--- src/hw/rtl/lnps_pkg.sv ---
// Package for the last-note-priority stack core.
// Holds the action codes, the controller state type and the cell control struct.
// No dependencies.
package lnps_pkg;

    localparam int NOTE_W   = 8;
    localparam int ACTION_W = 2;

    localparam logic [ACTION_W-1:0] ACT_STOP     = 2'd0;
    localparam logic [ACTION_W-1:0] ACT_PLAY     = 2'd1;
    localparam logic [ACTION_W-1:0] ACT_OVERFLOW = 2'd2;

    typedef enum logic [1:0] {
        ST_IDLE,
        ST_EXEC,
        ST_OUT0,
        ST_OUT1
    } t_state;

    typedef struct packed {
        logic              press;
        logic              release_en;
        logic [NOTE_W-1:0] note;
    } t_cell_ctl;

endpackage

--- src/hw/rtl/lnps_cell.sv ---
// One stack cell: holds a single note and shifts toward or away from the top.
// Depends on lnps_pkg for the cell control struct.
module lnps_cell
    import lnps_pkg::*;
(
    input  logic              i_clk,
    input  t_cell_ctl         i_ctl,
    input  logic              i_press_sel,
    input  logic              i_release_sel,
    input  logic              i_occ,
    input  logic [NOTE_W-1:0] i_prev_note,
    input  logic [NOTE_W-1:0] i_next_note,
    output logic [NOTE_W-1:0] o_note,
    output logic              o_hit
);

    logic [NOTE_W-1:0] r_note;

    always_ff @(posedge i_clk) begin
        if (i_ctl.press && i_press_sel) begin
            r_note <= i_prev_note;
        end else if (i_ctl.release_en && i_release_sel) begin
            r_note <= i_next_note;
        end
    end

    assign o_note = r_note;
    assign o_hit  = i_occ && (r_note == i_ctl.note);

endmodule

--- src/hw/rtl/last_note_priority_stack_core.sv ---
// Events are registered on acceptance and executed on the stack of cells in ST_EXEC, all
// cells updating together; result beats go out in ST_OUT0/ST_OUT1, each waiting while the
// output is stalled. o_stall refuses a new event until the current event is done.
// Reset is synchronous and active low; it empties the stack and clears the output valid.
// Cell contents are not reset; only cells below the held count are ever read.
module last_note_priority_stack_core
    import lnps_pkg::*;
#(
    parameter int STACK_DEPTH = 16
) (
    input  logic                i_clk,
    input  logic                i_rst_n,
    input  logic                i_valid,
    output logic                o_stall,
    input  logic                i_op,
    input  logic [NOTE_W-1:0]   i_note,
    output logic                o_valid,
    input  logic                i_stall,
    output logic [ACTION_W-1:0] o_action,
    output logic [NOTE_W-1:0]   o_note_out,
    output logic                o_last
);

    localparam int CW = $clog2(STACK_DEPTH + 1);

    t_state r_state, n_state;

    logic              r_op;
    logic [NOTE_W-1:0] r_note;
    logic [CW-1:0]     r_count, n_count;

    logic [ACTION_W-1:0] r_res0_action, n_res0_action;
    logic [NOTE_W-1:0]   r_res0_note, n_res0_note;
    logic                r_res0_last, n_res0_last;
    logic [ACTION_W-1:0] r_res1_action, n_res1_action;
    logic [NOTE_W-1:0]   r_res1_note, n_res1_note;
    logic                r_two, n_two;

    logic                r_out_valid;
    logic [ACTION_W-1:0] r_out_action;
    logic [NOTE_W-1:0]   r_out_note;
    logic                r_out_last;

    t_cell_ctl                          cell_ctl;
    logic [STACK_DEPTH-1:0]             hit;
    logic [STACK_DEPTH-1:0]             occ;
    logic [STACK_DEPTH-1:0]             press_sel;
    logic [STACK_DEPTH-1:0]             release_sel;
    logic [STACK_DEPTH-1:0][NOTE_W-1:0] cell_note;

    logic any_hit;
    logic full;
    logic slot_free;
    logic load_res0;
    logic load_res1;
    logic in_accept;

    assign any_hit   = |hit;
    assign full      = (r_count == CW'(STACK_DEPTH));
    assign slot_free = !r_out_valid || !i_stall;
    assign in_accept = i_valid && (r_state == ST_IDLE);

    genvar j;
    generate
        for (j = 0; j < STACK_DEPTH; j++) begin : g_cell
            logic [NOTE_W-1:0] prev_note;
            logic [NOTE_W-1:0] next_note;

            assign occ[j]         = (r_count > CW'(j));
            assign press_sel[j]   = !any_hit || (|(hit >> j));
            assign release_sel[j] = |(hit << (STACK_DEPTH - 1 - j));

            if (j == 0) begin : g_top
                assign prev_note = r_note;
            end else begin : g_mid
                assign prev_note = cell_note[j-1];
            end

            if (j == STACK_DEPTH - 1) begin : g_bottom
                assign next_note = cell_note[j];
            end else begin : g_inner
                assign next_note = cell_note[j+1];
            end

            lnps_cell u_cell (
                .i_clk        (i_clk),
                .i_ctl        (cell_ctl),
                .i_press_sel  (press_sel[j]),
                .i_release_sel(release_sel[j]),
                .i_occ        (occ[j]),
                .i_prev_note  (prev_note),
                .i_next_note  (next_note),
                .o_note       (cell_note[j]),
                .o_hit        (hit[j])
            );
        end
    endgenerate

    always_ff @(posedge i_clk) begin
        if (!i_rst_n) begin
            r_state <= ST_IDLE;
        end else begin
            r_state <= n_state;
        end
    end

    always_comb begin
        n_state            = r_state;
        n_count            = r_count;
        n_res0_action      = r_res0_action;
        n_res0_note        = r_res0_note;
        n_res0_last        = r_res0_last;
        n_res1_action      = r_res1_action;
        n_res1_note        = r_res1_note;
        n_two              = r_two;
        cell_ctl.press      = 1'b0;
        cell_ctl.release_en = 1'b0;
        cell_ctl.note       = r_note;
        load_res0          = 1'b0;
        load_res1          = 1'b0;
        case (r_state)
            ST_IDLE: begin
                if (i_valid) begin
                    n_state = ST_EXEC;
                end
            end
            ST_EXEC: begin
                n_state       = ST_OUT0;
                n_two         = 1'b0;
                n_res1_action = ACT_PLAY;
                n_res1_note   = r_note;
                if (r_op) begin
                    if (!any_hit && full) begin
                        n_res0_action = ACT_OVERFLOW;
                        n_res0_note   = r_note;
                        n_res0_last   = 1'b1;
                    end else begin
                        cell_ctl.press = 1'b1;
                        n_count        = r_count + CW'(!any_hit);
                        if (r_count != '0) begin
                            n_res0_action = ACT_STOP;
                            n_res0_note   = cell_note[0];
                            n_res0_last   = 1'b0;
                            n_two         = 1'b1;
                        end else begin
                            n_res0_action = ACT_PLAY;
                            n_res0_note   = r_note;
                            n_res0_last   = 1'b1;
                        end
                    end
                end else if (any_hit) begin
                    cell_ctl.release_en = 1'b1;
                    n_count             = r_count - CW'(1);
                    n_res0_action       = ACT_STOP;
                    n_res0_note         = r_note;
                    n_res1_note         = cell_note[1];
                    if (!hit[0]) begin
                        n_state = ST_IDLE;
                    end else if (r_count > CW'(1)) begin
                        n_res0_last = 1'b0;
                        n_two       = 1'b1;
                    end else begin
                        n_res0_last = 1'b1;
                    end
                end else begin
                    n_state = ST_IDLE;
                end
            end
            ST_OUT0: begin
                if (slot_free) begin
                    load_res0 = 1'b1;
                    n_state   = r_two ? ST_OUT1 : ST_IDLE;
                end
            end
            ST_OUT1: begin
                if (slot_free) begin
                    load_res1 = 1'b1;
                    n_state   = ST_IDLE;
                end
            end
            default: begin
                n_state = ST_IDLE;
            end
        endcase
    end

    always_ff @(posedge i_clk) begin
        if (!i_rst_n) begin
            r_count     <= '0;
            r_out_valid <= 1'b0;
        end else begin
            r_count <= n_count;
            if (load_res0 || load_res1) begin
                r_out_valid <= 1'b1;
            end else if (!i_stall) begin
                r_out_valid <= 1'b0;
            end
        end
    end

    always_ff @(posedge i_clk) begin
        if (in_accept) begin
            r_op   <= i_op;
            r_note <= i_note;
        end
        r_res0_action <= n_res0_action;
        r_res0_note   <= n_res0_note;
        r_res0_last   <= n_res0_last;
        r_res1_action <= n_res1_action;
        r_res1_note   <= n_res1_note;
        r_two         <= n_two;
        if (load_res0) begin
            r_out_action <= r_res0_action;
            r_out_note   <= r_res0_note;
            r_out_last   <= r_res0_last;
        end else if (load_res1) begin
            r_out_action <= r_res1_action;
            r_out_note   <= r_res1_note;
            r_out_last   <= 1'b1;
        end
    end

    assign o_stall    = (r_state != ST_IDLE);
    assign o_valid    = r_out_valid;
    assign o_action   = r_out_action;
    assign o_note_out = r_out_note;
    assign o_last     = r_out_last;

endmodule
--- config.mk ---
export PLATFORM = sky130hd
export DESIGN_NAME = last_note_priority_stack_core
export DESIGN_NICKNAME = d
export VERILOG_FILES = /design/src/hw/rtl/lnps_pkg.sv /design/src/hw/rtl/lnps_cell.sv /design/src/hw/rtl/last_note_priority_stack_core.sv
export SDC_FILE = /design/constraint.sdc
export NUM_CORES = 1
export LEC_CHECK = 0
export BUFFER_PORTS_ARGS = -buffer_cell sky130_fd_sc_hd__buf_2
export CAP_MARGIN = 25
export CELL_PAD_IN_SITES_DETAIL_PLACEMENT = 0
export CELL_PAD_IN_SITES_GLOBAL_PLACEMENT = 1
export CORE_MARGIN = 10
export CORE_UTILIZATION = 53
export CTS_CLUSTER_SIZE = 16
export DETAILED_ROUTE_END_ITERATION = 6
export PLACE_DENSITY = 0.77
export SYNTH_ARGS = -nofsm -noshare
export SYNTH_HDL_FRONTEND = slang
export SYNTH_HIERARCHICAL = 1
export SYNTH_SLANG_ARGS = --single-unit
--- constraint.sdc ---
create_clock -name i_clk -period 5.97 [get_ports i_clk]
set_input_delay 0.2985 -clock i_clk [delete_from_list [all_inputs] [get_ports i_clk]]
set_output_delay 0.2985 -clock i_clk [all_outputs]
set_load 0.02 [all_outputs]
==> reports/results.ini, run 1 <==
[outcome]
status = complete, no violations

[place]
numPortBuffers = 25
dp_slack_ns = 1.601
hpwlAfterDp_um = 17080
globalplace.congestion = 0.8724
dp_cells = 985
placed_cell_area_um2 = 10580

[floorplan]
die-area_um2 = 24930
num_rows = 50
ioPinCount = 26
die_y_um = 157.9
start_util_pct = 53.87
core_um2 = 18710
die_w_um = 157.9

[critical_path]
arrival_ns = 4.29
max_stage_delay_ns = 0.74
critPathSlowestCell = edfxtp_1
path_class = reg -> reg
start_kind = flip-flop
path_cells = buf_8 -> xnor2_1 -> nand4_1 -> nor3_1 -> nor4_4 -> nand4b_4 -> o31ai_1 -> nor2_4 -> buf_4 -> nand2_4 -> nand2_1
endpoint_kind = flip-flop
cp_data_required_time_ns = 6.06
crit_fanout = 11

[finish]
mostFrequentLayoutCells = edfxtp_1 (168), mux2_4 (128), xnor2_1 (128)
area_growth_pct = 11.23
layout_commonest_cell = edfxtp_1
finish.utilization_pct = 59.91
final_area_um2 = 11210
nets = 791
layoutNonFillerInstCount = 1019
fill_cells = 1451
antennaDiodeCount = 0
drive_gt1_share_pct = 32.23

[logic_synthesis]
synth_area_leaders = edfxtp_1 (50%), mux2_4 (19%), xnor2_1 (11%)
syn_area_per_cell_um2 = 13.92
synth-seq-cells = 176
ys_seq_area_share_pct = 51.66
synth_flop_cell = edfxtp_1
syn-num-nets = 743
synth_edf_count = 168
async_flop_share_pct = 0
ys.warnings.count = 6
syn-cell-area_um2 = 10080
synth_top_area_share_pct = 50.07
synth_cell_type_count = 43
synthCells = 724
synth_largest_area_cell = edfxtp_1

[timing]
maxSlewHeadroom_pct = 44.84
finClkSkew_ns = 0.01707
setup_viol = 0
hold_viol = 0
fin_crit_ns = 4.195
setup_ws_ns = 1.775
fin_setup_tns_ns = 0
fmax_mhz = 238.4
hold_ws_ns = 0.04451
grt_setup_unrepaired = false
fin_crit_sh_pct = 70.28
worst_slew_pin_slew_ns = 0.8244
slew_viol_final = 0

[clocking]
cts_hold_buf = 0
cts_setup_buffers = 0
cts.repair.resized = 0
cts_buffers = 17
clk_pin_slew_worst_paths_ns = 0.07
cts.sinks = 176
cts_tree = built
ctsRootBufferMaster = clkbuf_16
clock_latency_ns = 0.44
cts.htree.levels = 4
cts_max_path_buffers = 2

[global_routing]
use_met2_pct = 32.69
busiest_layer = met2
grt_pass1_wl_um = 36160
grt_pass1_vias = 6223
grt_overflow = 0
grt_use_met1_pct = 24.37
grt_max_degree = 20
grtUsageTotal_pct = 19.17
antenna_found_initial = 0
grt_util_met3_pct = 3.094

[drt]
drc_errors = 0
dr.first_iter.drc_count = 407
num_vias = 5921
avgViaCountPerCell = 5.811
ant_nets = 0
dr.pass1.iters = 5
wl_per_cell_um = 22.80
routed_wl_um = 23230

[power_and_ir_drop]
p_sw_mw = 0.7357
switching_share_pct = 25.30
power.density_nw_per_um2 = 259.5
clkPwrFrac_pct = 39.1
power.leakage_nw = 4.307
internal_power_mw = 2.172
p_comb_share_pct = 10.5
pwr-share-seq_pct = 50.4
power_mw = 2.908
ir_drop_uv = 189.2

[job]
maxCapViolCount = 0

[worst_hold_path]
min_path_type = in -> reg

## layout make-up
cell class	instances	area [µm²]	area share (%)
clock inverters	15	182.7	1.630
clock buffers	17	425.4	3.796
repair buffers	36	245.2	2.188
well taps	234	292.8	2.612
inverters	9	33.78	0.3014
multi-input cells	532	4822	43.03
flip-flops and latches	176	5205	46.44
## per-layer routing
metal | vias up | routed length, µm
li1 | 2754 | -
met3 | 20 | 1017
met1 | 2984 | 10130
met5 | - | 0
met4 | 0 | 346
met2 | 163 | 11740
## kinds of logic after synthesis
kind of cell	count (synthesis)	synth area share, %
AO/OA/AOI/OAI	33	2.012
XOR/XNOR	128	11.13
adder cells (fa/ha/maj)	6	0.7450
buffers and inverters	16	0.6084
flip-flops	176	51.66
multiplexers	156	22.15
other	1	0.03722
AND/OR/NAND/NOR	208	11.66
## worst max-delay path, delay by kind of cell (launching register included)
| family | cells | cell delay, ns |
|---|---|---|
| AND/OR/NAND/NOR | 7 | 2.19 |
| buffers and inverters | 2 | 0.61 |
| flip-flops | 1 | 0.74 |
| XOR/XNOR | 1 | 0.14 |
| AO/OA/AOI/OAI | 1 | 0.16 |
## cell usage after synthesis, drive strengths merged, types with 2 or more instances
| cell type | n |
|---|---|
| ha | 6 |
| and2 | 2 |
| nand3 | 22 |
| or2 | 10 |
| nor4 | 4 |
| o21ai | 14 |
| nand4b | 2 |
| a21o | 3 |
| nor2 | 17 |
| inv | 8 |
| nand2 | 85 |
| nand2b | 7 |
| a21oi | 6 |
| nor2b | 3 |
| nand4 | 16 |
| a31o | 2 |
| nor3 | 22 |
| o31ai | 2 |
| mux2i | 4 |
| or3 | 14 |
| o21bai | 2 |
| mux2 | 152 |
| edfxtp | 168 |
| clkbuf | 6 |
| a21boi | 2 |
| xnor2 | 128 |
| dfxtp | 8 |
## power by group through the flow
| stage | registers, mW | clock network, mW | logic (mW) |
|---|---|---|---|
| CTS | 1.47 | 1.15 | 0.302 |
| global route | 1.47 | 1.21 | 0.329 |
| detailed placement | 1.49 | 0 | 0.300 |
| global placement | 1.50 | 0 | 0.279 |
| floorplan | 1.48 | 0 | 0.231 |
| finish | 1.47 | 1.14 | 0.306 |
## flip-flops by register name, summed over array words and instances (netlist names)
signal                count
r_res0_note               8
o_last                    1
g_cell.u_cell/o_note    128
r_count                   5
o_action                  2
r_state                   2
r_op                      1
r_res0_last               1
r_res1_note               8
g_cell.prev_note          8
o_valid                   1
r_two                     1
r_res0_action             2
o_note_out                8
## final timing paths
kind,end,startpoint,slack [ns],cells after the start
min reg2reg,o_action[0]$_SDFFCE_PN1P_,r_res0_action[0]$_SDFFCE_PP0P_,0.52,1
min,g_cell[0].prev_note[1]$_DFFE_PP_,i_note[1],0.04,1
max reg2reg,g_cell[3].u_cell/o_note[6]$_DFFE_PP_,g_cell[0].prev_note[4]$_DFFE_PP_,1.77,11
max,g_cell[3].u_cell/o_note[6]$_DFFE_PP_,g_cell[0].prev_note[4]$_DFFE_PP_,1.77,11
Note: power is estimated with default switching activity, not from simulation.
==> inputs of run 2 (changes only) <==
--- a/config.mk
+++ b/config.mk
@@ -5,15 +5,16 @@
 export SDC_FILE = /design/constraint.sdc
 export NUM_CORES = 1
 export LEC_CHECK = 0
+export ABC_AREA = 1
 export BUFFER_PORTS_ARGS = -buffer_cell sky130_fd_sc_hd__buf_2
 export CAP_MARGIN = 25
 export CELL_PAD_IN_SITES_DETAIL_PLACEMENT = 0
 export CELL_PAD_IN_SITES_GLOBAL_PLACEMENT = 1
 export CORE_MARGIN = 10
-export CORE_UTILIZATION = 53
+export CORE_UTILIZATION = 45
 export CTS_CLUSTER_SIZE = 16
 export DETAILED_ROUTE_END_ITERATION = 6
-export PLACE_DENSITY = 0.77
+export PLACE_DENSITY = 0.74
 export SYNTH_ARGS = -nofsm -noshare
 export SYNTH_HDL_FRONTEND = slang
 export SYNTH_HIERARCHICAL = 1
==> constraint.sdc (replaced) <==
create_clock -name i_clk -period 3.65 [get_ports i_clk]
set_input_delay 0.1825 -clock i_clk [delete_from_list [all_inputs] [get_ports i_clk]]
set_output_delay 0.1825 -clock i_clk [all_outputs]
set_load 0.02 [all_outputs]
==> run 2 against run 1 <==
Worst setup slack lost 1.5 ns; global-route usage shrank 2.3 points; final cell count grew 57%; critical endpoint is now g_cell[8].u_cell/o_note[1]$_DFFE_PP_; largest power group unchanged.
==> reports/results.ini, run 2 <==
[outcome]
status = complete, no violations

[logic_synthesis]
synth_flop_cell = edfxtp_1
synth_common_cells = nand2_1 (352), inv_1 (193), edfxtp_1 (168)
ys_seq_area_share_pct = 46.65  ; -5.0 points
syn-num-nets = 1189  ; +60%
synthMostInstantiatedCell = nand2_1
synth_edf_count = 168  ; unchanged
synthCells = 1170  ; +62%
synth_largest_area_cell = edfxtp_1
synth_area_leaders = edfxtp_1 (45%), mux2_4 (17%), nand2_1 (12%)
synth_cell_type_count = 44  ; +2.3%
syn_area_per_cell_um2 = 9.536  ; -31%
synth_top_area_share_pct = 45.22  ; -4.9 points
synth-seq-cells = 176  ; unchanged
async_flop_share_pct = 0  ; unchanged
ys.warnings.count = 6  ; unchanged
syn-cell-area_um2 = 11160  ; +11%

[floorplan]
die-area_um2 = 31490  ; +26%
core_um2 = 24390  ; +30%
ioPinCount = 26  ; unchanged
num_rows = 57  ; +14%
die_w_um = 177.5  ; +12%
die_y_um = 177.5  ; +12%
start_util_pct = 45.74  ; -8.1 points

[clocking]
ctsRootBufferMaster = clkbuf_16
clk_pin_slew_worst_paths_ns = 0.07  ; about the same
cts.sinks = 176  ; unchanged
clock_latency_ns = 0.44  ; about the same
cts_buffers = 17  ; unchanged
cts_tree = built
cts_setup_buffers = 0  ; unchanged
cts.htree.levels = 4  ; unchanged
cts_max_path_buffers = 2  ; unchanged

[power_and_ir_drop]
ir_drop_uv = 300.5  ; +59%
power_mw = 4.847  ; +67%
power.leakage_nw = 6.234  ; +45%
power.density_nw_per_um2 = 376.0  ; +45%

[critical_path]
start_kind = flip-flop
crit_fanout = 11  ; unchanged
reg2reg_slack_ns = 0.28  ; -1.49 ns
r2r_start = r_count[3]$_SDFFE_PN0P_
r2r_end = g_cell[8].u_cell/o_note[1]$_DFFE_PP_
arrival_ns = 3.55  ; -0.74 ns
worstSetupStartpoint = r_count[3]$_SDFFE_PN0P_
endpoint_kind = flip-flop
cp_data_required_time_ns = 3.83  ; -2.23 ns
path_class = reg -> reg
worst_r2r_path_depth = 18  ; +7

[finish]
largest_reg_flops = 128  ; unchanged
seq_area_um2 = 5206  ; about the same
mostFrequentLayoutCells = nand2_1 (349), inv_1 (193), edfxtp_1 (168)
finish.utilization_pct = 52.85  ; -7.1 points
area_growth_pct = 15.54
multiInputGateArea_um2 = 5164  ; +7.1%
antennaDiodeCount = 0  ; unchanged
nets = 1278  ; +62%
final_area_um2 = 12890  ; +15%
fill_cells = 2185  ; +51%
drive_gt1_share_pct = 22.56  ; -9.7 points
layoutNonFillerInstCount = 1596  ; +57%
layout_commonest_cell = nand2_1

[timing]
maxSlewHeadroom_pct = 43.70  ; -1.1 points
slew_viol_final = 0  ; unchanged
fmax_mhz = 297.1  ; +25%
fin_setup_tns_ns = 0  ; unchanged
setup_viol = 0  ; unchanged
hold_ws_ns = 0.1199  ; +0.07535 ns
fin_crit_sh_pct = 92.23  ; +22 points
hold_viol = 0  ; unchanged
finClkSkew_ns = 0.01656  ; -0.0005133 ns
worst_slew_pin_slew_ns = 0.8414  ; +0.01697 ns
setup_ws_ns = 0.2837  ; -1.491 ns
grt_setup_unrepaired = false
fin_crit_ns = 3.366  ; -0.8291 ns

[place]
dp_slack_ns = 0.02802  ; -1.573 ns
numPortBuffers = 25  ; unchanged
hpwlAfterDp_um = 19140  ; +12%
globalplace.congestion = 0.8663  ; -0.70%
placed_cell_area_um2 = 12210  ; +15%
dp_cells = 1554  ; +58%

[drt]
num_vias = 7741  ; +31%
dr.pass1.iters = 6  ; +1
drc_errors = 0  ; unchanged
ant_nets = 0  ; unchanged
dr.first_iter.drc_count = 470  ; +15%
wl_per_cell_um = 16.42  ; -28%
avgViaCountPerCell = 4.850  ; -17%
routed_wl_um = 26210  ; +13%

[global_routing]
antenna_found_initial = 0  ; unchanged
grt_pass1_vias = 7376  ; +19%
grt_pass1_wl_um = 41280  ; +14%
grt_overflow = 0  ; unchanged
grtUsageTotal_pct = 16.83  ; -2.3 points
grt_max_degree = 36  ; +80%

[job]
maxCapViolCount = 0  ; unchanged

[worst_hold_path]
min_path_type = in -> reg
whs_endpoint = o_valid$_SDFFE_PN0P_
hold_start = i_stall
min_path_cells = 3  ; +2

[run 2: cell types whose count changed after synthesis, moves of 16 or more]
cell / previous run / this run
nand2_1: 69 / 352
o21a_1: 1 / 17
nand3_1: 22 / 46
nor2_1: 17 / 113
mux2_2: 24 / 1
xnor2_1: 128 / 33
nor3_1: 22 / 0
inv_1: 8 / 193
[run 2: area by class of cell]
| type | instances | share of cell area (%) |
|---|---|---|
| clock buffers | 17 | 3.300 |
| clock inverters | 15 | 1.116 |
| inverters | 200 | 5.862 |
| multi-input cells | 787 | 40.06 |
| flip-flops and latches | 176 | 40.39 |
| well taps | 324 | 3.145 |
| repair buffers | 77 | 6.134 |
[run 2: worst max-delay path by stage]
stage | endpoint | cells past startpoint
6_report | g_cell[8].u_cell/o_note[1]$_DFFE_PP_ | 18
5_1_grt | g_cell[1].u_cell/o_note[1]$_DFFE_PP_ | 18
4_1_cts | g_cell[11].u_cell/o_note[3]$_DFFE_PP_ | 17
3_5_place_dp | g_cell[11].u_cell/o_note[3]$_DFFE_PP_ | 16
3_3_place_gp | g_cell[1].u_cell/o_note[2]$_DFFE_PP_ | 16
2_1_floorplan | g_cell[0].u_cell/o_note[0]$_DFFE_PP_ | 14
[run 2: kinds of logic (layout without fill, tap and decap cells)]
kind of cell / Yosys count / in the layout / share of synthesized area (%)
compound gates: 51 / 51 / 3.005
xor+xnor: 36 / 36 / 2.826
fa+ha+maj: 6 / 6 / 0.6729
buf+inv: 207 / 309 / 7.267
flops: 176 / 176 / 46.65
mux: 134 / 134 / 17.83
other cells: 1 / 1 / 0.03361
simple gates: 559 / 559 / 21.71
[run 2: per-layer routing]
layer	GRT usage [%]	part of all wire, %
met5	0	0
met4	4.898	1.5
met3	2.890	5.3
met2	26.03	44
met1	23.67	49
[run 2: power breakdown]
part | internal (mW) | switching [mW]
clock | 0.908 | 0.867
combinational | 0.324 | 0.353
sequential | 2.31 | 0.0852
total | 3.54 | 1.31
[run 2: worst max-delay path, cell delays in order (launching register included)]
cell and delay (ns):
dfxtp_1 0.39, inv_2 0.13, nor2_1 0.20, nand3_1 0.10, o21ai_1 0.32, inv_1 0.07
a31oi_1 0.21, o21a_1 0.15, nand3_1 0.05, nor2_1 0.19, nor2_1 0.09, nand2_1 0.12
nor2_4 0.07, nand3_4 0.07, nand2_1 0.10, nor2_4 0.16, buf_12 0.20, nand2_4 0.15
mux2_4 0.32
[run 2: what timing repair did]
item,4_1_cts,5_1_grt
hold buffers,10,0
endpoints found under the setup margin,16,248
resized for setup,1,5
hold endpoints to repair,11,0
==> inputs of run 3 (changes only) <==
--- a/config.mk
+++ b/config.mk
@@ -5,13 +5,14 @@
 export SDC_FILE = /design/constraint.sdc
 export NUM_CORES = 1
 export LEC_CHECK = 0
-export ABC_AREA = 1
+export ABC_AREA = 0
 export BUFFER_PORTS_ARGS = -buffer_cell sky130_fd_sc_hd__buf_2
 export CAP_MARGIN = 25
 export CELL_PAD_IN_SITES_DETAIL_PLACEMENT = 0
 export CELL_PAD_IN_SITES_GLOBAL_PLACEMENT = 1
 export CORE_MARGIN = 10
-export CORE_UTILIZATION = 45
+export CORE_UTILIZATION = 48
+export CTS_CLUSTER_DIAMETER = 60
 export CTS_CLUSTER_SIZE = 16
 export DETAILED_ROUTE_END_ITERATION = 6
 export PLACE_DENSITY = 0.74
==> run 3 against run 2 <==
Clock skew fell by 0.0063 ns; worst hold slack got worse by 0.067 ns; die area fell by 14%; cell area fell by 10%; sequential share of layout area rose by 4.7 points; utilization rose by 3.6 points; routed wire length fell by 11%; worst setup slack got worse by 0.056 ns; combinational power fell by 20%; non-clock buffer count fell by 5; sequential power barely moved; via count fell by 22%; largest power group unchanged.
==> reports/results.ini, run 3 (synthesized netlist as in run 1, its figures left out) <==
[outcome]
status = complete, no violations

[drt]
drc_errors = 0  ; unchanged
wl_met2_um = 11870  ; +2.5%
met1Wirelength_um = 10050  ; -22%
avgViaCountPerCell = 5.516  ; +14%
routed_wl_um = 23230  ; -11%
top_layer_used = met4
wl_per_cell_um = 21.27  ; +30%
wl_met3_um = 881  ; -36%
num_vias = 6024  ; -22%
dr.first_iter.drc_count = 434  ; -7.7%
ant_nets = 0  ; unchanged
dr.pass1.iters = 4  ; -2

[timing]
fmax_mhz = 292.2  ; -1.6%
slew_viol_final = 0  ; unchanged
grt_setup_unrepaired = false
maxSlewHeadroom_pct = 44.75  ; +1.0 points
hold_ws_ns = 0.05308  ; -0.06678 ns
hold_viol = 0  ; unchanged
fin_crit_ns = 3.422  ; +0.05558 ns
fin_setup_tns_ns = 0  ; unchanged
setup_ws_ns = 0.2281  ; -0.05558 ns
setup_viol = 0  ; unchanged
fin_crit_sh_pct = 93.75  ; +1.5 points
worst_slew_pin_slew_ns = 0.8258  ; -0.01561 ns
finClkSkew_ns = 0.01031  ; -0.006253 ns

[job]
maxCapViolCount = 0  ; unchanged

[place]
globalplace.congestion = 0.8367  ; -3.4%
placed_cell_area_um2 = 10820  ; -11%
hpwlAfterDp_um = 17650  ; -7.8%
dp_slack_ns = 0.05710  ; +0.02908 ns
dp_cells = 1050  ; -32%
numPortBuffers = 25  ; unchanged

[finish]
layout_commonest_cell = edfxtp_1
drive_gt1_share_pct = 35.08  ; +13 points
nets = 827  ; -35%
final_area_um2 = 11540  ; -10%
layoutNonFillerInstCount = 1092  ; -32%
mostFrequentLayoutCells = edfxtp_1 (168), mux2_4 (128), xnor2_1 (128)
largest_reg_flops = 128  ; unchanged
area_growth_pct = 14.53

[critical_path]
r2r_start = r_count[1]$_SDFFE_PN0P_
crit_fanout = 10  ; -1
worstSetupStartpoint = r_count[1]$_SDFFE_PN0P_
endpoint_kind = flip-flop
cp_data_required_time_ns = 3.76  ; -0.07 ns
arrival_ns = 3.53  ; -0.02 ns
start_kind = flip-flop
path_class = reg -> reg

[clocking]
cts.sinks = 176  ; unchanged
ctsRootBufferMaster = clkbuf_16
clock_latency_ns = 0.43  ; about the same
clk_pin_slew_worst_paths_ns = 0.07  ; about the same
cts_setup_buffers = 0  ; unchanged
cts_max_path_buffers = 2  ; unchanged
cts_tree = built
cts_buffers = 17  ; unchanged
cts.htree.levels = 4  ; unchanged

[global_routing]
grt_pass1_wl_um = 36170  ; -12%
grt_pass1_vias = 6284  ; -15%
antenna_found_initial = 1  ; +1
grt_overflow = 0  ; unchanged
grt_max_degree = 17  ; -53%
grtUsageTotal_pct = 17.49  ; +0.66 points

[power_and_ir_drop]
power.leakage_nw = 4.443  ; -29%
clkPwrFrac_pct = 38.2  ; +1.6 points
switching_share_pct = 23.46  ; -3.5 points
p_sw_mw = 1.108  ; -15%
internal_power_mw = 3.615  ; +2.1%
power.density_nw_per_um2 = 409.3  ; +8.9%
ir_drop_uv = 301.1  ; +0.21%
pwr-share-seq_pct = 50.2  ; +0.8 points
p_comb_share_pct = 11.5  ; -2.5 points

[floorplan]
die_y_um = 164.9  ; -7.1%
start_util_pct = 49.32  ; +3.6 points
die_w_um = 164.9  ; -7.1%
core_um2 = 20430  ; -16%
ioPinCount = 26  ; unchanged
num_rows = 52  ; -8.8%
die-area_um2 = 27190  ; -14%

[worst_hold_path]
hold_start = i_stall
min_path_type = in -> reg

## run 3: cell count changes in the layout (fill, tap and decap cells not counted), moves of 16 or more
cell     previous run  this run
inv_1             193         8
buf_12             20         1
mux2_2              1        24
o21a_1             17         1
nand3_1            46        22
nand2_1           349        69
xnor2_1            33       128
nor2_1            112        15
## run 3: stage by stage
step | utilization [%] | total power [mW]
3_3_place_gp | 52.97 | 2.931
2_1_floorplan | - | 2.794
6_report | 56.49 | 4.724
5_1_grt | 56.49 | 4.878
4_1_cts | 56.25 | 4.755
3_5_place_dp | 52.97 | 2.947
## run 3: worst max-delay path: stages (launching register included)
cell and delay (ns):
dfxtp_2 0.37, inv_1 0.12, ha_1 0.18, nor2_1 0.07
a31o_2 0.25, nand2_1 0.08, nor3_2 0.06, nor4_2 0.31
and2b_1 0.20, nand4b_1 0.12, or4_1 0.50, or3_1 0.39
nand2_4 0.18, nand2_1 0.27
## run 3: power by group through the flow
stage          logic [mW]  registers, mW  clock network (mW)
6_report            0.544           2.37                1.81
2_1_floorplan       0.377           2.42                   0
5_1_grt             0.582           2.38                1.91
3_3_place_gp        0.515           2.42                   0
3_5_place_dp        0.530           2.42                   0
4_1_cts             0.541           2.37                1.84
## run 3: worst paths after layout
| kind | endpoint | slack [ns] | cells past startpoint |
|---|---|---|---|
| setup / recovery | g_cell[1].u_cell/o_note[1]$_DFFE_PP_ | 0.23 | 13 |
| hold / removal | o_valid$_SDFFE_PN0P_ | 0.05 | 3 |
| setup reg to reg | g_cell[1].u_cell/o_note[1]$_DFFE_PP_ | 0.23 | 13 |
| hold reg to reg | o_last$_SDFFCE_PN1P_ | 0.50 | 1 |
## run 3: timing repair
item	4_1_cts	5_1_grt
endpoints found under the setup margin	0	265
resized for setup	0	11
endpoints found under the hold margin	9	0
hold buffers	9	0
## run 3: layout make-up
class | instances | area (µm²)
Fill cell | 1672 | 8890
Clock buffer | 21 | 450.4
Tap cell | 270 | 337.8
Multi-Input combinational cell | 532 | 4865
Timing Repair Buffer | 72 | 513.0
Inverter | 9 | 33.78
Antenna cell | 1 | 2.502
Clock inverter | 11 | 130.1
Sequential cell | 176 | 5207
## run 3: per-layer routing
layer	track usage [%]	up-vias
met2	30.59	123
met3	2.788	29
met5	0	-
met1	21.48	3046
li1	-	2826
met4	5.918	0
